<file path="src/hw/rtl/chff_pkg.sv">
// Shared types and constants for the compass heading CORDIC pipeline.
// No dependencies; every other file in hw/rtl refers to this package by scoped names.
`timescale 1ns / 1ps

package chff_pkg;

  // Working widths: vector components carry 16 fractional bits plus CORDIC growth.
  localparam int VEC_W   = 35;
  localparam int ANGLE_W = 33;
  localparam int ARC_W   = 30;
  localparam int FRAC_W  = 16;
  localparam int CD_W    = 17;

  // Angles are in units of 1/65536 centidegree.
  localparam logic signed [ANGLE_W-1:0] HALF_TURN = 33'sd1179648000;
  localparam logic signed [ANGLE_W-1:0] FULL_TURN = 33'sd2359296000;
  localparam logic [CD_W-1:0] TURN_CENTIDEG = 17'd36000;

  // One vector in flight through the rotation stages.
  typedef struct packed {
    logic signed [VEC_W-1:0]   u;
    logic signed [VEC_W-1:0]   v;
    logic signed [ANGLE_W-1:0] z;
    logic                      bypass;
  } chff_vec_t;

  // Elementary rotation angle atan(2^-idx) in 1/65536 centidegree.
  function automatic logic [ARC_W-1:0] arc_angle(input int unsigned idx);
    logic [ARC_W-1:0] a;
    case (idx)
      0:  a = 30'd294912000;
      1:  a = 30'd174096719;
      2:  a = 30'd91987925;
      3:  a = 30'd46694507;
      4:  a = 30'd23437865;
      5:  a = 30'd11730358;
      6:  a = 30'd5866610;
      7:  a = 30'd2933484;
      8:  a = 30'd1466764;
      9:  a = 30'd733385;
      10: a = 30'd366693;
      11: a = 30'd183346;
      12: a = 30'd91673;
      13: a = 30'd45837;
      14: a = 30'd22918;
      15: a = 30'd11459;
      16: a = 30'd5730;
      17: a = 30'd2865;
      18: a = 30'd1432;
      19: a = 30'd716;
      20: a = 30'd358;
      21: a = 30'd179;
      22: a = 30'd90;
      23: a = 30'd45;
      default: a = '0;
    endcase
    return a;
  endfunction

endpackage

</file>
<file path="src/hw/rtl/chff_stage.sv">
// One CORDIC vectoring micro-rotation with its pipeline register.
// Depends on chff_pkg for the vector type and the arctangent table.
`timescale 1ns / 1ps

module chff_stage #(
  parameter int unsigned STEP = 0
) (
  input  logic                clk,
  input  logic                rst,
  input  logic                in_valid,
  output logic                in_ready,
  input  chff_pkg::chff_vec_t in_data,
  output logic                out_valid,
  input  logic                out_ready,
  output chff_pkg::chff_vec_t out_data
);

  localparam logic signed [chff_pkg::ANGLE_W-1:0] ARC =
    chff_pkg::ANGLE_W'(chff_pkg::arc_angle(STEP));

  logic signed [chff_pkg::VEC_W-1:0] du;
  logic signed [chff_pkg::VEC_W-1:0] dv;
  logic                              v_pos;
  chff_pkg::chff_vec_t               data_next;

  // Rotate toward the x axis, accumulating the angle turned.
  always_comb begin
    du = in_data.v >>> STEP;
    dv = in_data.u >>> STEP;
    v_pos = !in_data.v[chff_pkg::VEC_W-1] && (in_data.v != '0);
    data_next = in_data;
    if (!in_data.bypass) begin
      if (v_pos) begin
        data_next.u = in_data.u + du;
        data_next.v = in_data.v - dv;
        data_next.z = in_data.z + ARC;
      end else begin
        data_next.u = in_data.u - du;
        data_next.v = in_data.v + dv;
        data_next.z = in_data.z - ARC;
      end
    end
  end

  assign in_ready = !out_valid || out_ready;

  always_ff @(posedge clk) begin
    if (rst) begin
      out_valid <= 1'b0;
    end else if (in_ready) begin
      out_valid <= in_valid;
    end
  end

  always_ff @(posedge clk) begin
    if (in_ready && in_valid) begin
      out_data <= data_next;
    end
  end

endmodule

</file>
<file path="config.mk">
export PLATFORM = sky130hd
export DESIGN_NAME = chff_stage
export DESIGN_NICKNAME = d
export VERILOG_FILES = /design/src/hw/rtl/chff_pkg.sv /design/src/hw/rtl/chff_stage.sv
export SDC_FILE = /design/constraint.sdc
export NUM_CORES = 1
export LEC_CHECK = 0
export ABC_AREA = 0
export BUFFER_PORTS_ARGS = -buffer_cell sky130_fd_sc_hd__clkbuf_2
export CORE_UTILIZATION = 52
export CTS_BUF_LIST = sky130_fd_sc_hd__clkbuf_4 sky130_fd_sc_hd__clkbuf_8 sky130_fd_sc_hd__clkbuf_16
export CTS_CLUSTER_SIZE = 8
export DETAILED_ROUTE_END_ITERATION = 10
export GPL_TIMING_DRIVEN = 1
export PLACE_DENSITY = 0.83
export SLEW_MARGIN = 20
export SYNTH_ARGS = -nofsm -noshare
export SYNTH_HDL_FRONTEND = slang
export SYNTH_SLANG_ARGS = --single-unit
</file>
<file path="constraint.sdc">
create_clock -name clk -period 3.8 [get_ports clk]
set_clock_uncertainty 0.2 [all_clocks]
set_input_delay 0.19 -clock clk [delete_from_list [all_inputs] [get_ports clk]]
set_output_delay 0.19 -clock clk [all_outputs]
set_load 0.1 [all_outputs]
</file>
==> flow_summary.toml <==
[outcome]
result_of_the_run = "complete, no violations"

[setup_path]
critical-path-max-stage-delay_ns = 0.52
cp_slowest_cell = "sky130_fd_sc_hd__dlygate4sd3_1"
startpoint_type = "input pin"
cp_data_arrival_time_ns = 3.59
worst_path_most_repeated_cell = "sky130_fd_sc_hd__buf_4"
crit_path_cell_trace = "dlygate4sd3_1 > clkbuf_2 > inv_1 > ha_1 > buf_4 > nor2b_1 > o211ai_1 > a211oi_2 > buf_4 > o21ai_4 > o21a_1 > a41oi_2 > a221oi_2 > xnor2_1 > o311ai_1"
r2r_setup_slack_ns = 1.81
reg2reg_to = "out_data[84]"
required_ns = 3.69
rr_worst_depth = 3
worst_path_dominant_cell_family = "compound AO/OA/AOI/OAI gates"
highest_fanout_seen_on_the_critical_path = 10
timing.setup.critical_path_class = "input pin to flop"
worst_setup_path_end_kind = "flop"
cp.buffers_inverters = 5
timing.rr.start = "out_valid"

[route]
drtPass1Iterations = 6
detail_route.wl_per_cell_um = 19.1
detailroute.via_count = 11078
ant_nets = 0
drt_iter0_markers = 1093
post_detailed_route_drc_marker_count = 0
detail_route.vias_per_cell = 5.94
finalWirelength_um = 35700

[timing]
final_max_slew_viol_count = 0
final_critical_path_setup_slack_ns = 0.108
timing.max_slew.rel_slack_pct = 44.5
fmax_mhz = 271
hold_viol = 0
timing_worst_slew_pin_value_ns = 0.832
setup_tns_ns = 0
final.hold.worst_slack_ns = 0.0125
finalSetupViolations = 0
timing.final.crit_share_pct = 97.2
final.min_clock_period_ns = 3.69

[clocking]
root_buffer = "sky130_fd_sc_hd__clkbuf_16"
tritoncts.num_buffers = 9
cts_post_setup_buffers_inserted = 0
htreeDepth = 3
cts_tree = "done"
worst_skew_pair.late_latency_ns = 0.36
clock_sinks = 105
cts.path.max_buffers = 2
clk_transition_reported_paths_ns = 0.09

[yosys]
synth_cell_type_count = 80
yosys_register_bits = 105
post_synthesis_sequential_area_ratio_pct = 29.2
syn_area_um2 = 10800
number_of_flops_mapped_to_enable_cells_by_yosys = 104
synth.net_count = 1524
synth.yosys.warnings = 0
synth.avg_cell_area_um2 = 8.30
post-synth-top-area-cell = "sky130_fd_sc_hd__edfxtp_1"
post_synth_inst_count = 1297
yosysTopAreaCellShare_pct = 29.0
synth_area_leaders = "sky130_fd_sc_hd__edfxtp_1, sky130_fd_sc_hd__ha_1, sky130_fd_sc_hd__a21oi_1, sky130_fd_sc_hd__xnor2_1, sky130_fd_sc_hd__nor2_1"
synth-main-ff-cell = "sky130_fd_sc_hd__edfxtp_1"
async_flop_share_pct = 0

[worst_hold_path]
worstHoldPathType = "input pin to flop"
min_from = "in_data[89]"
worst_hold_path.num_cells = 3
worst_hold_path.endpoint = "out_data[89]"

[global_route]
grt_antenna_before_repair = 2
grt_max_degree = 80
number_of_global_route_vias_before_repair = 10736
grt_pass1_wl_um = 56200
grt_overflow = 0
track_usage_pct = 33.3

[power_and_ir_drop]
swShare_pct = 46.9
leakagePower_nw = 6.04
p_switching_mw = 2.29
power.combinational.fraction_pct = 50.4
share_seq_of_total_power_pct = 29.7
internal_power_mw = 2.60
worst_vdd_ir_mv = 0.209
power.density_nw_per_um2 = 362
clkPwrFrac_pct = 19.9
totalPowerFinal_mw = 4.89

[floorplan]
placementRows = 52
die_area_um2 = 21300
core_region_area_um2 = 20200
floorplan.initialDensity_pct = 53.2
die_h_um = 146
die_x_um = 146
io_pins = 214

[placed_design]
place_congestion = 0.989
place.detailed.hpwl_um = 27000
dpl_cell_area_um2 = 12500
place.port_buffers = 213
place_ws_ns = 0.140
place_inst = 1790

[flow_run]
timing.max_cap.violations = 0

[final_layout]
layout.nets = 1814
utilization_pct = 66.7
finish.instance_area_um2 = 13500
layout-drive-gt1-share_pct = 23.2
syn_to_final_growth_pct = 25.3
final-instance-count-excl-fill = 1864
==> final cells by class <==
class	instances	area [µm²]
diodes	2	5.00
clock buffers	9	225
clock inverters	7	70.1
fillers	1707	6740
inverters	118	443
multi-input cells	1013	7100
flip-flops and latches	105	3140
well taps	270	338
repair buffers	340	2170
==> registers in the layout (all words and copies together), names as in the netlist <==
name and cells:
out_valid 1, out_data 104
==> cells in the mapped netlist, drive strengths merged, types with 10 or more instances <==
| cell | count |
|---|---|
| nand4 | 10 |
| nor2 | 112 |
| inv | 116 |
| mux2i | 25 |
| o21bai | 22 |
| xnor2 | 62 |
| edfxtp | 104 |
| clkbuf | 36 |
| o21a | 16 |
| or3 | 11 |
| o31ai | 12 |
| o21ai | 118 |
| a211oi | 14 |
| nand2b | 16 |
| o211ai | 11 |
| buf | 25 |
| nor4 | 15 |
| nor2b | 13 |
| ha | 115 |
| a21oi | 149 |
| xor2 | 10 |
| nand2 | 100 |
| nand3 | 17 |
| nor3 | 28 |
| a21o | 27 |
==> power groups by stage <==
stage | combinational [mW] | clock, mW | sequential, mW
finish | 2.47 | 0.972 | 1.45
global route | 2.61 | 1.01 | 1.46
CTS | 2.40 | 0.986 | 1.45
detailed placement | 2.34 | 0 | 1.48
global placement | 2.32 | 0 | 1.47
floorplan | 1.01 | 0 | 2.23
==> per-layer routing <==
layer  wire [µm]  global-route usage [%]  part of all wire, %  up-vias
met4        1040                    11.8                  2.9        0
met3        3020                    6.87                  8.5       79
met2       16300                    53.6                   46      539
met5           0                       0                    0        -
met1       15300                    44.1                   43     5184
li1            -                       -                    -     5276
==> cells in the final DEF, fill, tap and decap left out, drive strengths merged, types with 10 or more instances in the layout <==
cell and count:
a211oi 14, a21o 27, a21oi 149, buf 72
clkbuf 221, dlygate4sd3 56, edfxtp 104, ha 115
inv 120, mux2i 25, nand2 100, nand2b 16
nand3 17, nand4 10, nor2 112, nor2b 13
nor3 28, nor4 15, o211ai 11, o21a 16
o21ai 118, o21bai 22, o31ai 12, or3 11
xnor2 62, xor2 10
==> how the worst max path moves through the flow <==
stage	startpoint	end	cells past startpoint
CTS	in_data[54]	out_data[28]	18
finish	in_data[36]	out_data[68]	15
floorplan	out_valid	out_data[0]	2
global route	in_data[46]	out_data[28]	19
detailed placement	in_data[35]	out_data[98]	12
global placement	in_data[35]	out_data[28]	18
==> what timing repair did <==
item | CTS | global route
endpoints found under the setup margin | 0 | 31
hold endpoints to repair | 55 | 0
gates resized for setup | 0 | 34
hold buffers | 56 | 0
==> cells by family (layout without fill, tap and decap cells) <==
family,after synthesis,count (layout),synth area share (%)
multiplexers,29,29,2.74
buffers and inverters,179,474,6.57
flip-flops,105,105,29.2
AO/OA/AOI/OAI,447,447,26.6
AND/OR/NAND/NOR,346,346,14.9
XOR/XNOR,72,72,5.86
adder cells (fa/ha/maj),119,119,14.1
other,0,2,0
==> worst reg2reg max path, stage by stage (launching register included) <==
cell and delay [ns]:
sky130_fd_sc_hd__dfxtp_1 0.32, sky130_fd_sc_hd__nand2b_1 0.12, sky130_fd_sc_hd__and2_4 0.57, sky130_fd_sc_hd__buf_12 0.38
Note: power is estimated with default switching activity, not from simulation.
