[src/hw/rtl/chff_pkg.sv]
// Shared types and constants for the compass heading CORDIC pipeline.
// No dependencies; every other file in hw/rtl refers to this package by scoped names.
`timescale 1ns / 1ps

package chff_pkg;

  // Working widths: vector components carry 16 fractional bits plus CORDIC growth.
  localparam int VEC_W   = 35;
  localparam int ANGLE_W = 33;
  localparam int ARC_W   = 30;
  localparam int FRAC_W  = 16;
  localparam int CD_W    = 17;

  // Angles are in units of 1/65536 centidegree.
  localparam logic signed [ANGLE_W-1:0] HALF_TURN = 33'sd1179648000;
  localparam logic signed [ANGLE_W-1:0] FULL_TURN = 33'sd2359296000;
  localparam logic [CD_W-1:0] TURN_CENTIDEG = 17'd36000;

  // One vector in flight through the rotation stages.
  typedef struct packed {
    logic signed [VEC_W-1:0]   u;
    logic signed [VEC_W-1:0]   v;
    logic signed [ANGLE_W-1:0] z;
    logic                      bypass;
  } chff_vec_t;

  // Elementary rotation angle atan(2^-idx) in 1/65536 centidegree.
  function automatic logic [ARC_W-1:0] arc_angle(input int unsigned idx);
    logic [ARC_W-1:0] a;
    case (idx)
      0:  a = 30'd294912000;
      1:  a = 30'd174096719;
      2:  a = 30'd91987925;
      3:  a = 30'd46694507;
      4:  a = 30'd23437865;
      5:  a = 30'd11730358;
      6:  a = 30'd5866610;
      7:  a = 30'd2933484;
      8:  a = 30'd1466764;
      9:  a = 30'd733385;
      10: a = 30'd366693;
      11: a = 30'd183346;
      12: a = 30'd91673;
      13: a = 30'd45837;
      14: a = 30'd22918;
      15: a = 30'd11459;
      16: a = 30'd5730;
      17: a = 30'd2865;
      18: a = 30'd1432;
      19: a = 30'd716;
      20: a = 30'd358;
      21: a = 30'd179;
      22: a = 30'd90;
      23: a = 30'd45;
      default: a = '0;
    endcase
    return a;
  endfunction

endpackage

[src/hw/rtl/chff_pre.sv]
// Input stage: folds the vector into the right half plane and scales it.
// Depends on chff_pkg for the vector type and the half-turn constant.
`timescale 1ns / 1ps

module chff_pre (
  input  logic                    clk,
  input  logic                    rst,
  input  logic                    in_valid,
  output logic                    in_ready,
  input  logic signed [15:0]      mag_x,
  input  logic signed [15:0]      mag_y,
  output logic                    out_valid,
  input  logic                    out_ready,
  output chff_pkg::chff_vec_t     out_data
);

  logic signed [16:0] x_ext;
  logic signed [16:0] y_ext;
  logic signed [16:0] u_int;
  logic signed [16:0] v_int;
  chff_pkg::chff_vec_t data_next;

  // The heading uses -y; a negative x rotates the vector by a half turn first.
  always_comb begin
    x_ext = 17'(mag_x);
    y_ext = 17'(mag_y);
    if (mag_x < 0) begin
      u_int = -x_ext;
      v_int = y_ext;
      data_next.z = chff_pkg::HALF_TURN;
    end else begin
      u_int = x_ext;
      v_int = -y_ext;
      data_next.z = '0;
    end
    data_next.u = {{(chff_pkg::VEC_W - 17 - chff_pkg::FRAC_W){u_int[16]}}, u_int,
                   {chff_pkg::FRAC_W{1'b0}}};
    data_next.v = {{(chff_pkg::VEC_W - 17 - chff_pkg::FRAC_W){v_int[16]}}, v_int,
                   {chff_pkg::FRAC_W{1'b0}}};
    // A vector on the north-south axis needs no rotations.
    data_next.bypass = (mag_y == 16'sd0);
  end

  assign in_ready = !out_valid || out_ready;

  // Stage register with its valid bit.
  always_ff @(posedge clk) begin
    if (rst) begin
      out_valid <= 1'b0;
    end else if (in_ready) begin
      out_valid <= in_valid;
    end
  end

  always_ff @(posedge clk) begin
    if (in_ready && in_valid) begin
      out_data <= data_next;
    end
  end

endmodule

[config.mk]
export PLATFORM = sky130hd
export DESIGN_NAME = chff_pre
export DESIGN_NICKNAME = d
export VERILOG_FILES = /design/src/hw/rtl/chff_pkg.sv /design/src/hw/rtl/chff_pre.sv
export SDC_FILE = /design/constraint.sdc
export NUM_CORES = 1
export LEC_CHECK = 0
export ABC_AREA = 1
export BUFFER_PORTS_ARGS = -buffer_cell sky130_fd_sc_hd__buf_2
export CELL_PAD_IN_SITES_DETAIL_PLACEMENT = 0
export CELL_PAD_IN_SITES_GLOBAL_PLACEMENT = 1
export CORE_ASPECT_RATIO = 1.5
export CORE_UTILIZATION = 34
export DETAILED_ROUTE_END_ITERATION = 8
export GPL_TIMING_DRIVEN = 0
export PLACE_DENSITY_LB_ADDON = 0.1
export SKIP_CTS_REPAIR_TIMING = 1
export SLEW_MARGIN = 20
export SYNTH_ARGS = -nofsm -noshare
export SYNTH_HDL_FRONTEND = slang
export SYNTH_SLANG_ARGS = --single-unit
[constraint.sdc]
create_clock -name clk -period 4.7 [get_ports clk]
set_input_delay 0.47 -clock clk [delete_from_list [all_inputs] [get_ports clk]]
set_output_delay 0.47 -clock clk [all_outputs]
set_load 0.01 [all_outputs]
==> impl_metrics.tcl, run 1 <==
set metrics [dict create \
    outcome "finished clean" \
    max_freq_ghz 0.677 \
    wl_per_cell_um 9.68 \
    period_share 0.314 \
    fin_ws_ns 3.22 \
    r2r_cells 2 \
    diodes 0 \
    start_util 0.356 \
    crit_fanout 5 \
    relSlewSlack 0.624 \
    vias 2058 \
    yosys_warnings 0 \
    final.min_clock_period_ns 1.48 \
    antenna_found_initial 0 \
    clockBufferDepth 2 \
    cp_slowest_cell "edfxtp_1" \
    cts_tree "built" \
    worst_hold_path.endpoint "out_valid" \
    setup_viol 0 \
    critPathKind "flip-flop to primary output" \
    vdd_drop_max_mv 0.107 \
    grt_max_degree 23 \
    dr.pass1.iters 4 \
    worstHoldStart "rst" \
    antenna_left 0 \
    startpoint_type "flip-flop" \
    path_cells "buf_4 -> buf_2" \
    grt-ovfl-total 0 \
    power_uw 830 \
    numCtsBuffers 5 \
    finalHoldViolations 0 \
    dieArea_sq_mm 0.00803 \
    post-place-ws_ns 2.93 \
    routabilityCongestion 0.765 \
    syn_inst 290 \
    skew_ns 0.00586 \
    grt_first_pass_wirelength_um 7980 \
    rows 38 \
    top_level_ports 142 \
    fp.dieW_um 73.5 \
    power.density_mw_per_mm2 238 \
    ys_seq_elements 37 \
    coreArea_sq_mm 0.00732 \
    crit_path_end_kind "primary output" \
    final_cell_area_sq_mm 0.00348 \
    track_usage 0.132 \
    cts-root-buf "clkbuf_8" \
    critical_path_arrival_ns 1.01 \
    p_leak_uw 0.00185 \
    reg2reg_from "out_valid" \
    holdPathStages 2 \
    area_growth_pct 33.5 \
    slew_viol_final 0 \
    crit_path_max_incr_delay_ns 0.44 \
    cts_max_level 2 \
    clkTransAtPathRegs_ns 0.07 \
    whs_ns 0.339 \
    crit_required_ns 4.23 \
    synth_area_sq_mm 0.00261 \
    rrSetupSlack_ns 3.32 \
    layout_commonest_cell "buf_2" \
    maxCapViolations 0 \
    yosysSeqAreaShare 0.422 \
    drive_above_1_share 0.430 \
    most-common-layout-cells "buf_2 (82), buf_4 (68), conb_1 (61)" \
    tightest_slew_ns 0.562 \
    clkSinkCount 37 \
    synth_cell_type_count 30 \
    drc 0 \
    drt-total-wl_um 5230 \
    place_area_sq_mm 0.00340 \
    rsz0062_at_grt "false" \
    vias_per_cell 3.81 \
    portBuffers 81 \
    nets 477 \
    grt_pass1_vias 1787 \
    synth_area_per_cell_sq_um 8.99 \
    finalSetupTns_ns 0 \
    die_y_um 109 \
    r2r-end "out_data[98]" \
    dp_hpwl_um 4260 \
    hold_class "input pin to flip-flop" \
    clk-insertion-delay-late_ns 0.28 \
    drtIter0Drc 75 \
]
==> synthesized netlist by cell type (all sizes together) <==
| master | number | area share |
|---|---|---|
| nor2 | 29 | 0.057 |
| inv | 32 | 0.048 |
| xor2 | 12 | 0.040 |
| nand2 | 62 | 0.11 |
| nand3b | 2 | 0.0058 |
| xnor2 | 3 | 0.010 |
| dfxtp | 1 | 0.0077 |
| conb | 1 | 0.0014 |
| nor3 | 1 | 0.0038 |
| o21ai | 12 | 0.032 |
| edfxtp | 36 | 0.41 |
| a21oi | 2 | 0.0038 |
| nand3 | 19 | 0.038 |
| a21o | 1 | 0.0029 |
| ha | 2 | 0.0096 |
| nand4 | 4 | 0.0096 |
| buf | 71 | 0.21 |
==> area by class of cell <==
| class | instances | area (sq um) |
|---|---|---|
| Fill cell | 777 | 3840 |
| Inverter | 32 | 125 |
| Clock buffer | 8 | 80.1 |
| Tap cell | 100 | 125 |
| Sequential cell | 37 | 1100 |
| Multi-Input combinational cell | 210 | 1070 |
| Timing Repair Buffer | 82 | 433 |
| Buffer | 71 | 547 |
==> worst max-delay path by stage <==
stage	startpoint	end	slack [ns]
after floorplan	in_valid	out_data[0]	1.98
after global placement	in_valid	out_data[64]	1.00
after detailed placement	mag_x[1]	out_data[95]	2.93
after CTS	out_data[27]	out_data[27]	3.21
after global routing	mag_x[1]	out_data[95]	3.07
final	out_data[27]	out_data[27]	3.22
==> flip-flops by register name, indices dropped and copies added (netlist names) <==
name / cells
out_valid: 1
out_data: 36
==> kinds of logic after synthesis <==
group / count (synthesis) / synth area share
xor gates and xnor gates: 15 / 0.0504
other: 1 / 0.00144
AOI/OAI and AO/OA: 15 / 0.0384
buffers and inverters: 103 / 0.258
DFF: 37 / 0.422
adders and majority gates: 2 / 0.00960
and+or+nand+nor: 117 / 0.220
==> worst max-delay path, delay by kind of cell (launching register included) <==
family                 cells  cell delay (ns)
buffers and inverters      2             0.29
DFF                        1             0.44
==> stage by stage <==
step | cells | util
2_1_floorplan | 350 | -
3_3_place_gp | 531 | 0.459
3_5_place_dp | 532 | 0.465
4_1_cts | 540 | 0.476
5_1_grt | 540 | 0.476
6_report | 540 | 0.476
==> where the power goes <==
group / switching (uW) / internal (uW) / leakage [uW]
logic: 121 / 97.6 / 0.00145
registers: 6.37 / 394 / 0.000358
clock network: 106 / 105 / 0.0000395
total: 233 / 597 / 0.00185
==> layer usage <==
layer / up-vias / part of all wire / global-route usage
met5: - / 0 / 0
li1: 1093 / - / -
met3: 7 / 0.073 / 0.0296
met1: 866 / 0.39 / 0.141
met4: 0 / 0.013 / 0.0495
met2: 92 / 0.52 / 0.246
Power figures use the tool's default switching activity.
==> run 2, diff against run 1 <==
--- a/config.mk
+++ b/config.mk
@@ -10,7 +10,7 @@
 export CELL_PAD_IN_SITES_DETAIL_PLACEMENT = 0
 export CELL_PAD_IN_SITES_GLOBAL_PLACEMENT = 1
 export CORE_ASPECT_RATIO = 1.5
-export CORE_UTILIZATION = 34
+export CORE_UTILIZATION = 32
 export DETAILED_ROUTE_END_ITERATION = 8
 export GPL_TIMING_DRIVEN = 0
 export PLACE_DENSITY_LB_ADDON = 0.1
==> constraint.sdc (replaced) <==
create_clock -name clk -period 1.4 [get_ports clk]
set_input_delay 0.14 -clock clk [delete_from_list [all_inputs] [get_ports clk]]
set_output_delay 0.14 -clock clk [all_outputs]
set_load 0.01 [all_outputs]
==> impl_metrics.tcl, run 2 (synthesized netlist as in run 1, its figures left out) <==
set metrics [dict create \
    dp_hpwl_um 4340 \
    drive_above_1_share 0.435 \
    critPathKind "input pin to flip-flop" \
    seqCellArea_sq_mm 0.00110 \
    skew_ns 0.00698 \
    outcome "finished clean" \
    power.density_mw_per_mm2 876 \
    rrSetupSlack_ns 0.32 \
    rows 40 \
    crit_path_end_kind "flip-flop" \
    max_freq_ghz 0.875 \
    fp.dieW_um 75.7 \
    crit_fanout 4 \
    p_leak_uw 0.00189 \
    diodes 0 \
    wl_per_cell_um 9.51 \
    finalHoldViolations 0 \
    clkTransAtPathRegs_ns 0.05 \
    vdd_drop_max_mv 0.481 \
    fill_cells 796 \
    clockBufferDepth 2 \
    top_level_ports 142 \
    finalSetupTns_ns 0 \
    hold_class "input pin to flip-flop" \
    reg2reg_from "out_valid" \
    largestRegisters "out_data (36), out_valid (1)" \
    dpl.cell_count 537 \
    drt-total-wl_um 5190 \
    clk-insertion-delay-late_ns 0.28 \
    portBuffers 81 \
    routabilityCongestion 0.756 \
    grt_max_degree 21 \
    die_y_um 113 \
    antenna_found_initial 0 \
    critical_path_arrival_ns 1.17 \
    clkSinkCount 37 \
    numCtsBuffers 5 \
    fin_cells 546 \
    place_area_sq_mm 0.00341 \
    cts_tree "built" \
    vias 2047 \
    layout_commonest_cell "buf_2" \
    slew_viol_final 0 \
    maxCapViolations 0 \
    startpoint_type "input pin" \
    startpoint "mag_x[1]" \
    largest_reg_flops 36 \
    worstHoldStart "rst" \
    vias_per_cell 3.75 \
    area_growth_pct 36.9 \
    cts_max_level 2 \
    final_cell_area_sq_mm 0.00357 \
    nets 479 \
    multi_input_area_sq_mm 0.00107 \
    crit_required_ns 1.43 \
    start_util 0.328 \
    grt-ovfl-total 0 \
    dr.pass1.iters 4 \
    grt_first_pass_wirelength_um 7870 \
    coreArea_sq_mm 0.00796 \
    drc 0 \
    rsz0062_at_grt "false" \
    final.min_clock_period_ns 1.14 \
    cts-root-buf "clkbuf_16" \
    regMostFlops "out_data" \
    track_usage 0.127 \
    grt_pass1_vias 1792 \
    antenna_left 0 \
    drtIter0Drc 30 \
    period_share 0.817 \
    setup_viol 0 \
    most-common-layout-cells "buf_2 (82), buf_4 (69), conb_1 (61)" \
    dieArea_sq_mm 0.00852 \
]
run 2: cell count changes in the layout (fill, tap and decap cells not counted):
cell,previous run,this run
clkbuf_1,3,1
dfxtp_2,0,1
dfxtp_1,1,0
clkbuf_8,5,0
buf_12,1,2
clkbuf_16,0,5
clkinv_1,0,1
buf_4,68,69
run 2: final timing paths:
kind / endpoint / depth (start not counted)
setup / recovery: out_data[95] / 8
hold / removal: out_valid / 2
setup reg to reg: out_data[51] / 2
hold reg to reg: out_valid / 2
run 2: power by group:
part	switching, uW	internal (uW)
Sequential	21.0	1320
Combinational	403	337
Clock	399	643
Total	823	2300
run 2: through the flow:
step | utilization | setup WS (ns) | hold WS [ns] | total power [uW]
5_1_grt | 0.449 | 0.151 | 0.00594 | 3300
4_1_cts | 0.445 | -0.00692 | -0.000352 | 3160
3_5_place_dp | 0.428 | -0.0369 | 0.290 | 2100
6_report | 0.449 | 0.257 | 0.00310 | 3130
3_3_place_gp | 0.425 | -0.270 | 0.290 | 2090
2_1_floorplan | - | 0.0112 | 0.202 | 1880
run 2: critical path, stage by stage:
cell and delay (ns):
buf_2 0.09, inv_1 0.10, ha_1 0.23, nand3_1 0.09, nand2_1 0.17, nand2_2 0.12, o21ai_0 0.17, nand2_1 0.06
run 2: cell type report:
type | count | area share
plain buffers | 71 | 0.153
clock buffers | 6 | 0.0361
clock inverters | 1 | 0.00105
inverters | 32 | 0.0351
multi-input cells | 210 | 0.300
flip-flops and latches | 37 | 0.309
well taps | 105 | 0.0368
repair buffers | 84 | 0.129
run 2: layer usage:
metal,share of wire,vias to the layer above,GRT usage,wire length [um]
met4,0.021,0,0.0593,107
li1,-,1095,-,-
met5,0,-,0,0
met3,0.083,6,0.0368,433
met1,0.36,862,0.119,1860
met2,0.54,84,0.240,2790
