[config.mk]
export PLATFORM = sky130hd
export DESIGN_NAME = chff_post
export DESIGN_NICKNAME = d
export VERILOG_FILES = /design/src/hw/rtl/chff_pkg.sv /design/src/hw/rtl/chff_post.sv
export SDC_FILE = /design/constraint.sdc
export NUM_CORES = 1
export LEC_CHECK = 0
export ABC_AREA = 0
export BUFFER_PORTS_ARGS = -buffer_cell sky130_fd_sc_hd__buf_2
export CORE_MARGIN = 2
export CORE_UTILIZATION = 40
export DETAILED_ROUTE_END_ITERATION = 8
export GPL_TIMING_DRIVEN = 0
export PLACE_DENSITY = 0.8
export SYNTH_ARGS = -nofsm -noshare
export SYNTH_HDL_FRONTEND = slang
export SYNTH_SLANG_ARGS = --single-unit
[constraint.sdc]
create_clock -name clk -period 3.2 [get_ports clk]
set_input_delay 0 -clock clk [delete_from_list [all_inputs] [get_ports clk]]
set_output_delay 0 -clock clk [all_outputs]
set_load 0.01 [all_outputs]
[src/hw/rtl/chff_pkg.sv]
// Shared types and constants for the compass heading CORDIC pipeline.
// No dependencies; every other file in hw/rtl refers to this package by scoped names.
`timescale 1ns / 1ps

package chff_pkg;

  // Working widths: vector components carry 16 fractional bits plus CORDIC growth.
  localparam int VEC_W   = 35;
  localparam int ANGLE_W = 33;
  localparam int ARC_W   = 30;
  localparam int FRAC_W  = 16;
  localparam int CD_W    = 17;

  // Angles are in units of 1/65536 centidegree.
  localparam logic signed [ANGLE_W-1:0] HALF_TURN = 33'sd1179648000;
  localparam logic signed [ANGLE_W-1:0] FULL_TURN = 33'sd2359296000;
  localparam logic [CD_W-1:0] TURN_CENTIDEG = 17'd36000;

  // One vector in flight through the rotation stages.
  typedef struct packed {
    logic signed [VEC_W-1:0]   u;
    logic signed [VEC_W-1:0]   v;
    logic signed [ANGLE_W-1:0] z;
    logic                      bypass;
  } chff_vec_t;

  // Elementary rotation angle atan(2^-idx) in 1/65536 centidegree.
  function automatic logic [ARC_W-1:0] arc_angle(input int unsigned idx);
    logic [ARC_W-1:0] a;
    case (idx)
      0:  a = 30'd294912000;
      1:  a = 30'd174096719;
      2:  a = 30'd91987925;
      3:  a = 30'd46694507;
      4:  a = 30'd23437865;
      5:  a = 30'd11730358;
      6:  a = 30'd5866610;
      7:  a = 30'd2933484;
      8:  a = 30'd1466764;
      9:  a = 30'd733385;
      10: a = 30'd366693;
      11: a = 30'd183346;
      12: a = 30'd91673;
      13: a = 30'd45837;
      14: a = 30'd22918;
      15: a = 30'd11459;
      16: a = 30'd5730;
      17: a = 30'd2865;
      18: a = 30'd1432;
      19: a = 30'd716;
      20: a = 30'd358;
      21: a = 30'd179;
      22: a = 30'd90;
      23: a = 30'd45;
      default: a = '0;
    endcase
    return a;
  endfunction

endpackage

[src/hw/rtl/chff_post.sv]
// Output stage: wraps the angle into one turn and rounds to centidegrees.
// Depends on chff_pkg for the vector type and turn constants.
`timescale 1ns / 1ps

module chff_post (
  input  logic                clk,
  input  logic                rst,
  input  logic                in_valid,
  output logic                in_ready,
  input  chff_pkg::chff_vec_t in_data,
  output logic                out_valid,
  input  logic                out_ready,
  output logic [15:0]         heading_centideg
);

  logic signed [chff_pkg::ANGLE_W-1:0] z_wrap;
  logic [chff_pkg::ANGLE_W:0]          z_round;
  logic [chff_pkg::CD_W-1:0]           cd;
  logic [15:0]                         heading_next;

  // Negative angles move up by a full turn; a rounded full turn folds to zero.
  always_comb begin
    if (in_data.z[chff_pkg::ANGLE_W-1]) begin
      z_wrap = in_data.z + chff_pkg::FULL_TURN;
    end else begin
      z_wrap = in_data.z;
    end
    z_round = {1'b0, z_wrap} + (chff_pkg::ANGLE_W + 1)'(1 << (chff_pkg::FRAC_W - 1));
    cd = z_round[chff_pkg::FRAC_W +: chff_pkg::CD_W];
    if (cd >= chff_pkg::TURN_CENTIDEG) begin
      heading_next = 16'(cd - chff_pkg::TURN_CENTIDEG);
    end else begin
      heading_next = 16'(cd);
    end
  end

  assign in_ready = !out_valid || out_ready;

  always_ff @(posedge clk) begin
    if (rst) begin
      out_valid <= 1'b0;
    end else if (in_ready) begin
      out_valid <= in_valid;
    end
  end

  always_ff @(posedge clk) begin
    if (in_ready && in_valid) begin
      heading_centideg <= heading_next;
    end
  end

endmodule

==> results.py, run 1 <==
metrics = {
    "worst_setup_path": {
        "crit_fanout": 10,
        "crit_arrival_ns": 2.94,
        "setup.worst_path.start": "in_data[22]",
        "reg2regPathDepth": 2,
        "cp-endpoint": "heading_centideg[11]",
        "critical_path_required_ns": 3.19,
        "reg2reg_from": "out_valid",
        "endpoint_kind": "flop",
        "r2r_slack_ns": 1.87,
        "startpoint_type": "primary input",
        "critPathKind": "in2reg",
        "reg2reg_to": "heading_centideg[13]",
    },
    "power": {
        "leakage_nw": 0.804,
        "vdd_drop_max_uv": 150,
        "pwr_density_cell_nw_per_um2": 334,
    },
    "grt": {
        "grt.overflow.total": 0,
        "grt_first_pass_wirelength_mm": 6.27,
        "track_usage_pct": 14.7,
        "grt_pass1_vias": 1482,
        "grt_antenna_before_repair": 0,
        "grt_max_degree": 17,
    },
    "hold_path": {
        "hp-class": "in2reg",
    },
    "synth": {
        "synth_top_area_share_pct": 26.2,
        "ys_ff_latch": 17,
        "syn_area_per_cell_um2": 8.99,
        "synth_edf_count": 16,
        "yosysTopAreaCell": "edfxtp_1",
        "synth_ff_type": "edfxtp_1",
        "ys_types": 58,
        "syn_inst": 204,
        "ys_warn_count": 0,
        "syn_area_um2": 1830,
        "synthTopCellsByArea": "edfxtp_1 26%, xnor2_1 8.6%, xor2_1 5.7%",
        "syn_nets": 315,
        "ys_async_sr_fraction_pct": 0,
        "ys_seq_area_share_pct": 27.3,
    },
    "finish": {
        "n_fill_cell": 442,
        "layout_common_cells": "39 x buf_2, 18 x xnor2_1, 16 x nor2_1, 16 x edfxtp_1, 12 x xor2_1",
        "final-seq-area_um2": 500,
        "syn_to_final_growth_pct": 16.9,
        "num_antenna_cells": 0,
        "fin_area_um2": 2140,
        "layout-drive-gt1-share_pct": 22.8,
        "multi_input_area_um2": 1270,
        "final_common_cell": "buf_2",
        "final_nets": 358,
    },
    "clock_network": {
        "cts_sinks": 17,
        "cts.root.buffer_cell": "clkbuf_8",
        "cts_max_level": 1,
        "post_cts_buffers": 0,
        "clkTransAtPathRegs_ns": 0.06,
        "cts_buffers": 3,
        "clk_latency_ns": 0.25,
        "clockBufferDepth": 2,
        "cts_tree": "yes",
    },
    "placement": {
        "port_buffers": 36,
        "dp_hpwl_mm": 3.09,
        "place_congestion": 0.825,
        "placed_area_um2": 2080,
    },
    "flow_run": {
        "cap_violations": 0,
    },
    "route": {
        "wl_per_cell_um": 12.6,
        "drt_first_pass_iters": 4,
        "num_vias": 1677,
        "ant_nets": 0,
        "drt-initial-drc-count": 66,
        "drc": 0,
        "avgViaCountPerCell": 5.63,
        "routed_wl_mm": 3.75,
    },
    "timing": {
        "max_freq_ghz": 0.339,
        "relSlewSlack_pct": 56.1,
        "setup_viol": 0,
        "hold_viol_final": 0,
        "slew_violations": 0,
        "period_share_pct": 92.3,
        "tns_ns": 0,
        "post-route-min-period_ns": 2.95,
        "grt_setup_unrepaired": "false",
        "fin_skew_ns": 0.00177,
        "worst_slew_pin_slew_ns": 0.659,
    },
    "floorplan": {
        "fp.dieW_um": 71.7,
        "core_area_um2": 4380,
        "start_util_pct": 41.8,
        "ios": 126,
        "die_area_um2": 5140,
        "rows": 24,
        "die_h_um": 71.7,
    },
    "run_status": {
        "outcome": "finished, final reports clean",
    },
}
## worst min path at each step
stage                 from                  end  slack (ns)  depth (start not counted)
2_1_floorplan          rst            out_valid        0.07                          1
3_3_place_gp           rst            out_valid        0.16                          2
3_5_place_dp           rst            out_valid        0.16                          2
4_1_cts        in_data[20]  heading_centideg[3]        0.11                          2
5_1_grt        in_data[20]  heading_centideg[3]        0.13                          2
6_report       in_data[19]  heading_centideg[2]        0.12                          2
## logic make-up (layout without fill, tap and decap cells)
family	Yosys count	after routing	share of synthesized area, %
simple gates	81	81	24.3
compound gates	57	57	24.9
xor+xnor	32	32	16.5
flops	17	17	27.3
buf+inv	11	53	3.28
fa+ha+maj	3	3	2.05
mux	3	3	1.64
## sequential cells by signal, indices dropped and copies added (netlist names)
register          count
out_valid             1
heading_centideg     16
## routing by layer
layer,global-route usage (%),vias up,routed length (um)
met5,0,-,0
met4,4.82,0,59
met3,1.55,7,155
met2,27.1,40,1830
met1,17.8,765,1700
li1,-,865,-
## metrics by stage
stage	utilization, %	instances	hold slack (ns)	total power (W)	worst slack (ns)
5_1_grt	48.9	298	0.133	0.000763	0.0673
3_3_place_gp	47.4	292	0.158	0.000559	0.0281
3_5_place_dp	47.4	292	0.163	0.000567	0.0202
2_1_floorplan	-	204	0.0691	0.000491	0.477
6_report	48.9	298	0.118	0.000716	0.246
4_1_cts	48.9	298	0.115	0.000721	0.278
## power breakdown
part           internal [W]  switching [W]  leakage (nW)  total, W
registers          0.000281     0.00000448         0.163  0.000286
clock network     0.0000881      0.0000634        0.0228  0.000152
logic              0.000120       0.000159         0.617  0.000279
## critical path, cell delays in order
cell	delay (ns)
buf_2	0.16
ha_1	0.37
nand3b_1	0.16
or3_4	0.40
a2111oi_4	0.40
o21ai_2	0.12
o31a_1	0.27
nor2_1	0.51
a311oi_1	0.23
mux2i_1	0.17
xor2_1	0.16
## cell usage after synthesis, types with 4 or more instances
cell type and count:
o21ai_0 4, a21oi_1 7, nand3_1 9, and2_1 5, nand2_1 11, and3_1 6
or3_1 6, nor3_1 4, nor2_1 16, a211oi_1 5, xor2_1 12, xnor2_1 18
nand2b_1 6, a31oi_1 6, edfxtp_1 16, inv_1 4, nand3b_1 4
## final cells by class
cell class | instances | area share (%)
sequential | 17 | 23.4
buffer | 7 | 2.10
timing repair buffer | 38 | 9.34
inverter | 4 | 0.701
multi-input combinational | 176 | 59.4
clock buffer | 4 | 2.10
tap | 52 | 3.04
## repair_timing
item	in CTS	in global routing
resized for setup	0	0
hold endpoints to repair	1	0
hold buffers	2	0
(Power assumes the default switching activity.)
==> run 2: changes to the inputs <==
CORE_ASPECT_RATIO = 0.8   (was not set)
==> run 2 against run 1 <==
Compared with the run above: core utilization is 1.4 points higher; final area is 0.41% higher; maximum frequency is 1.6% higher; first-iteration DRC count is 36% higher.
==> results.py, run 2 (same netlist as run 1, synthesis figures left out) <==
metrics = {
    "floorplan": {
        "core_area_um2": 4280,
        "die_h_um": 64.5,
        "fp.dieW_um": 79.7,
        "start_util_pct": 42.8,
        "rows": 21,
        "die_area_um2": 5140,
        "ios": 126,
    },
    "route": {
        "routed_wl_mm": 3.79,
        "ant_nets": 0,
        "avgViaCountPerCell": 5.50,
        "num_vias": 1665,
        "drt-initial-drc-count": 90,
        "wl_per_cell_um": 12.5,
        "drt_first_pass_iters": 4,
        "drc": 0,
    },
    "placement": {
        "dp_hpwl_mm": 3.15,
        "port_buffers": 36,
        "preCtsSetupSlack_ns": -0.0319,
        "place_congestion": 0.806,
    },
    "finish": {
        "n_fill_cell": 423,
        "layout-drive-gt1-share_pct": 23.2,
        "syn_to_final_growth_pct": 17.4,
        "final_nets": 358,
        "layout_common_cells": "39 x buf_2, 18 x xnor2_1, 16 x edfxtp_1",
        "reg.largest.list": "heading_centideg (16), out_valid (1)",
        "largest_register_ffs": 16,
        "final_common_cell": "buf_2",
        "num_antenna_cells": 0,
        "top_register": "heading_centideg",
    },
    "clock_network": {
        "clk_latency_ns": 0.24,
        "cts_buffers": 3,
        "cts_max_level": 1,
        "post_cts_buffers": 0,
        "cts.root.buffer_cell": "clkbuf_8",
        "cts_sinks": 17,
        "clkTransAtPathRegs_ns": 0.06,
        "clockBufferDepth": 2,
        "cts_tree": "yes",
    },
    "power": {
        "p_clk_share_pct": 20.9,
        "switchingPower_w": 0.000228,
        "seqPwrFrac_pct": 39.8,
        "combinationalPowerShare_pct": 39.3,
        "cell_internal_pwr_w": 0.000489,
        "swShare_pct": 31.8,
        "leakage_nw": 0.804,
        "vdd_drop_max_uv": 232,
        "pwr_density_cell_nw_per_um2": 333,
    },
    "grt": {
        "track_usage_pct": 14.9,
        "grt_pass1_vias": 1453,
        "grt.overflow.total": 0,
        "grt_max_degree": 17,
        "grt_antenna_before_repair": 0,
        "grt_first_pass_wirelength_mm": 6.29,
    },
    "run_status": {
        "outcome": "finished, final reports clean",
    },
    "timing": {
        "setup_viol": 0,
        "grt_setup_unrepaired": "false",
        "post-route-min-period_ns": 2.91,
        "final.setup.worst_slack_ns": 0.292,
        "tns_ns": 0,
        "worst_slew_pin_slew_ns": 0.635,
        "period_share_pct": 90.9,
        "hold_viol_final": 0,
        "fin_skew_ns": 0.00350,
        "slew_violations": 0,
        "whs_ns": 0.121,
        "max_freq_ghz": 0.344,
        "relSlewSlack_pct": 57.7,
    },
    "flow_run": {
        "cap_violations": 0,
    },
    "worst_setup_path": {
        "critPathKind": "in2reg",
        "crit_arrival_ns": 2.88,
        "startpoint_type": "primary input",
        "crit_fanout": 9,
        "critical_path_required_ns": 3.18,
        "endpoint_kind": "flop",
    },
    "hold_path": {
        "hp-class": "in2reg",
    },
}
[run 2: power by group through the flow]
stage          Clock, W  Sequential, W  Combinational, W
2_1_floorplan         0       0.000307          0.000183
3_3_place_gp          0       0.000290          0.000272
3_5_place_dp          0       0.000291          0.000278
4_1_cts        0.000152       0.000286          0.000281
5_1_grt        0.000165       0.000288          0.000313
6_report       0.000150       0.000286          0.000282
[run 2: per-layer routing]
layer	global-route usage, %	share of wire [%]	vias up
met5	0	0	-
met4	5.17	0.74	0
met3	1.11	5.1	2
met2	23.4	42	49
met1	21.5	52	756
li1	-	-	858
[run 2: final timing paths]
check / from / endpoint / slack [ns] / cells after the start
hold / removal: in_data[20] / heading_centideg[3] / 0.12 / 2
setup / recovery: in_data[22] / heading_centideg[7] / 0.29 / 12
setup reg to reg: out_valid / heading_centideg[2] / 1.88 / 2
hold reg to reg: out_valid / heading_centideg[11] / 1.03 / 2
[run 2: what timing repair did]
item | CTS | global route
hold buffers | 2 | 0
resized for setup | 0 | 1
setup endpoints to repair | 0 | 1
endpoints found under the hold margin | 1 | 0
[run 2: cell type report]
| class | instances | area, um2 | area share (%) |
|---|---|---|---|
| timing repair buffer | 38 | 200 | 9.30 |
| clock buffer | 4 | 45.0 | 2.09 |
| sequential | 17 | 500 | 23.3 |
| tap | 57 | 71.3 | 3.31 |
| buffer | 7 | 45.0 | 2.09 |
| multi-input combinational | 176 | 1270 | 59.2 |
| inverter | 4 | 15.0 | 0.698 |
[run 2: worst max-delay path, stage by stage]
cell	delay [ns]
buf_2	0.15
ha_1	0.36
nand3b_1	0.16
or3_4	0.40
a2111oi_4	0.40
o21ai_2	0.12
a211o_1	0.30
a21o_1	0.20
or3_1	0.33
buf_2	0.16
a31oi_1	0.21
xnor2_1	0.10
[run 2: through the flow]
step           utilization (%)  cell area (um2)  cells  total power, W
2_1_floorplan                -             1830    204        0.000491
3_3_place_gp              48.7             2080    297        0.000563
3_5_place_dp              48.7             2080    297        0.000569
4_1_cts                   50.2             2150    303        0.000720
5_1_grt                   50.2             2150    303        0.000767
6_report                  50.2             2150    303        0.000718
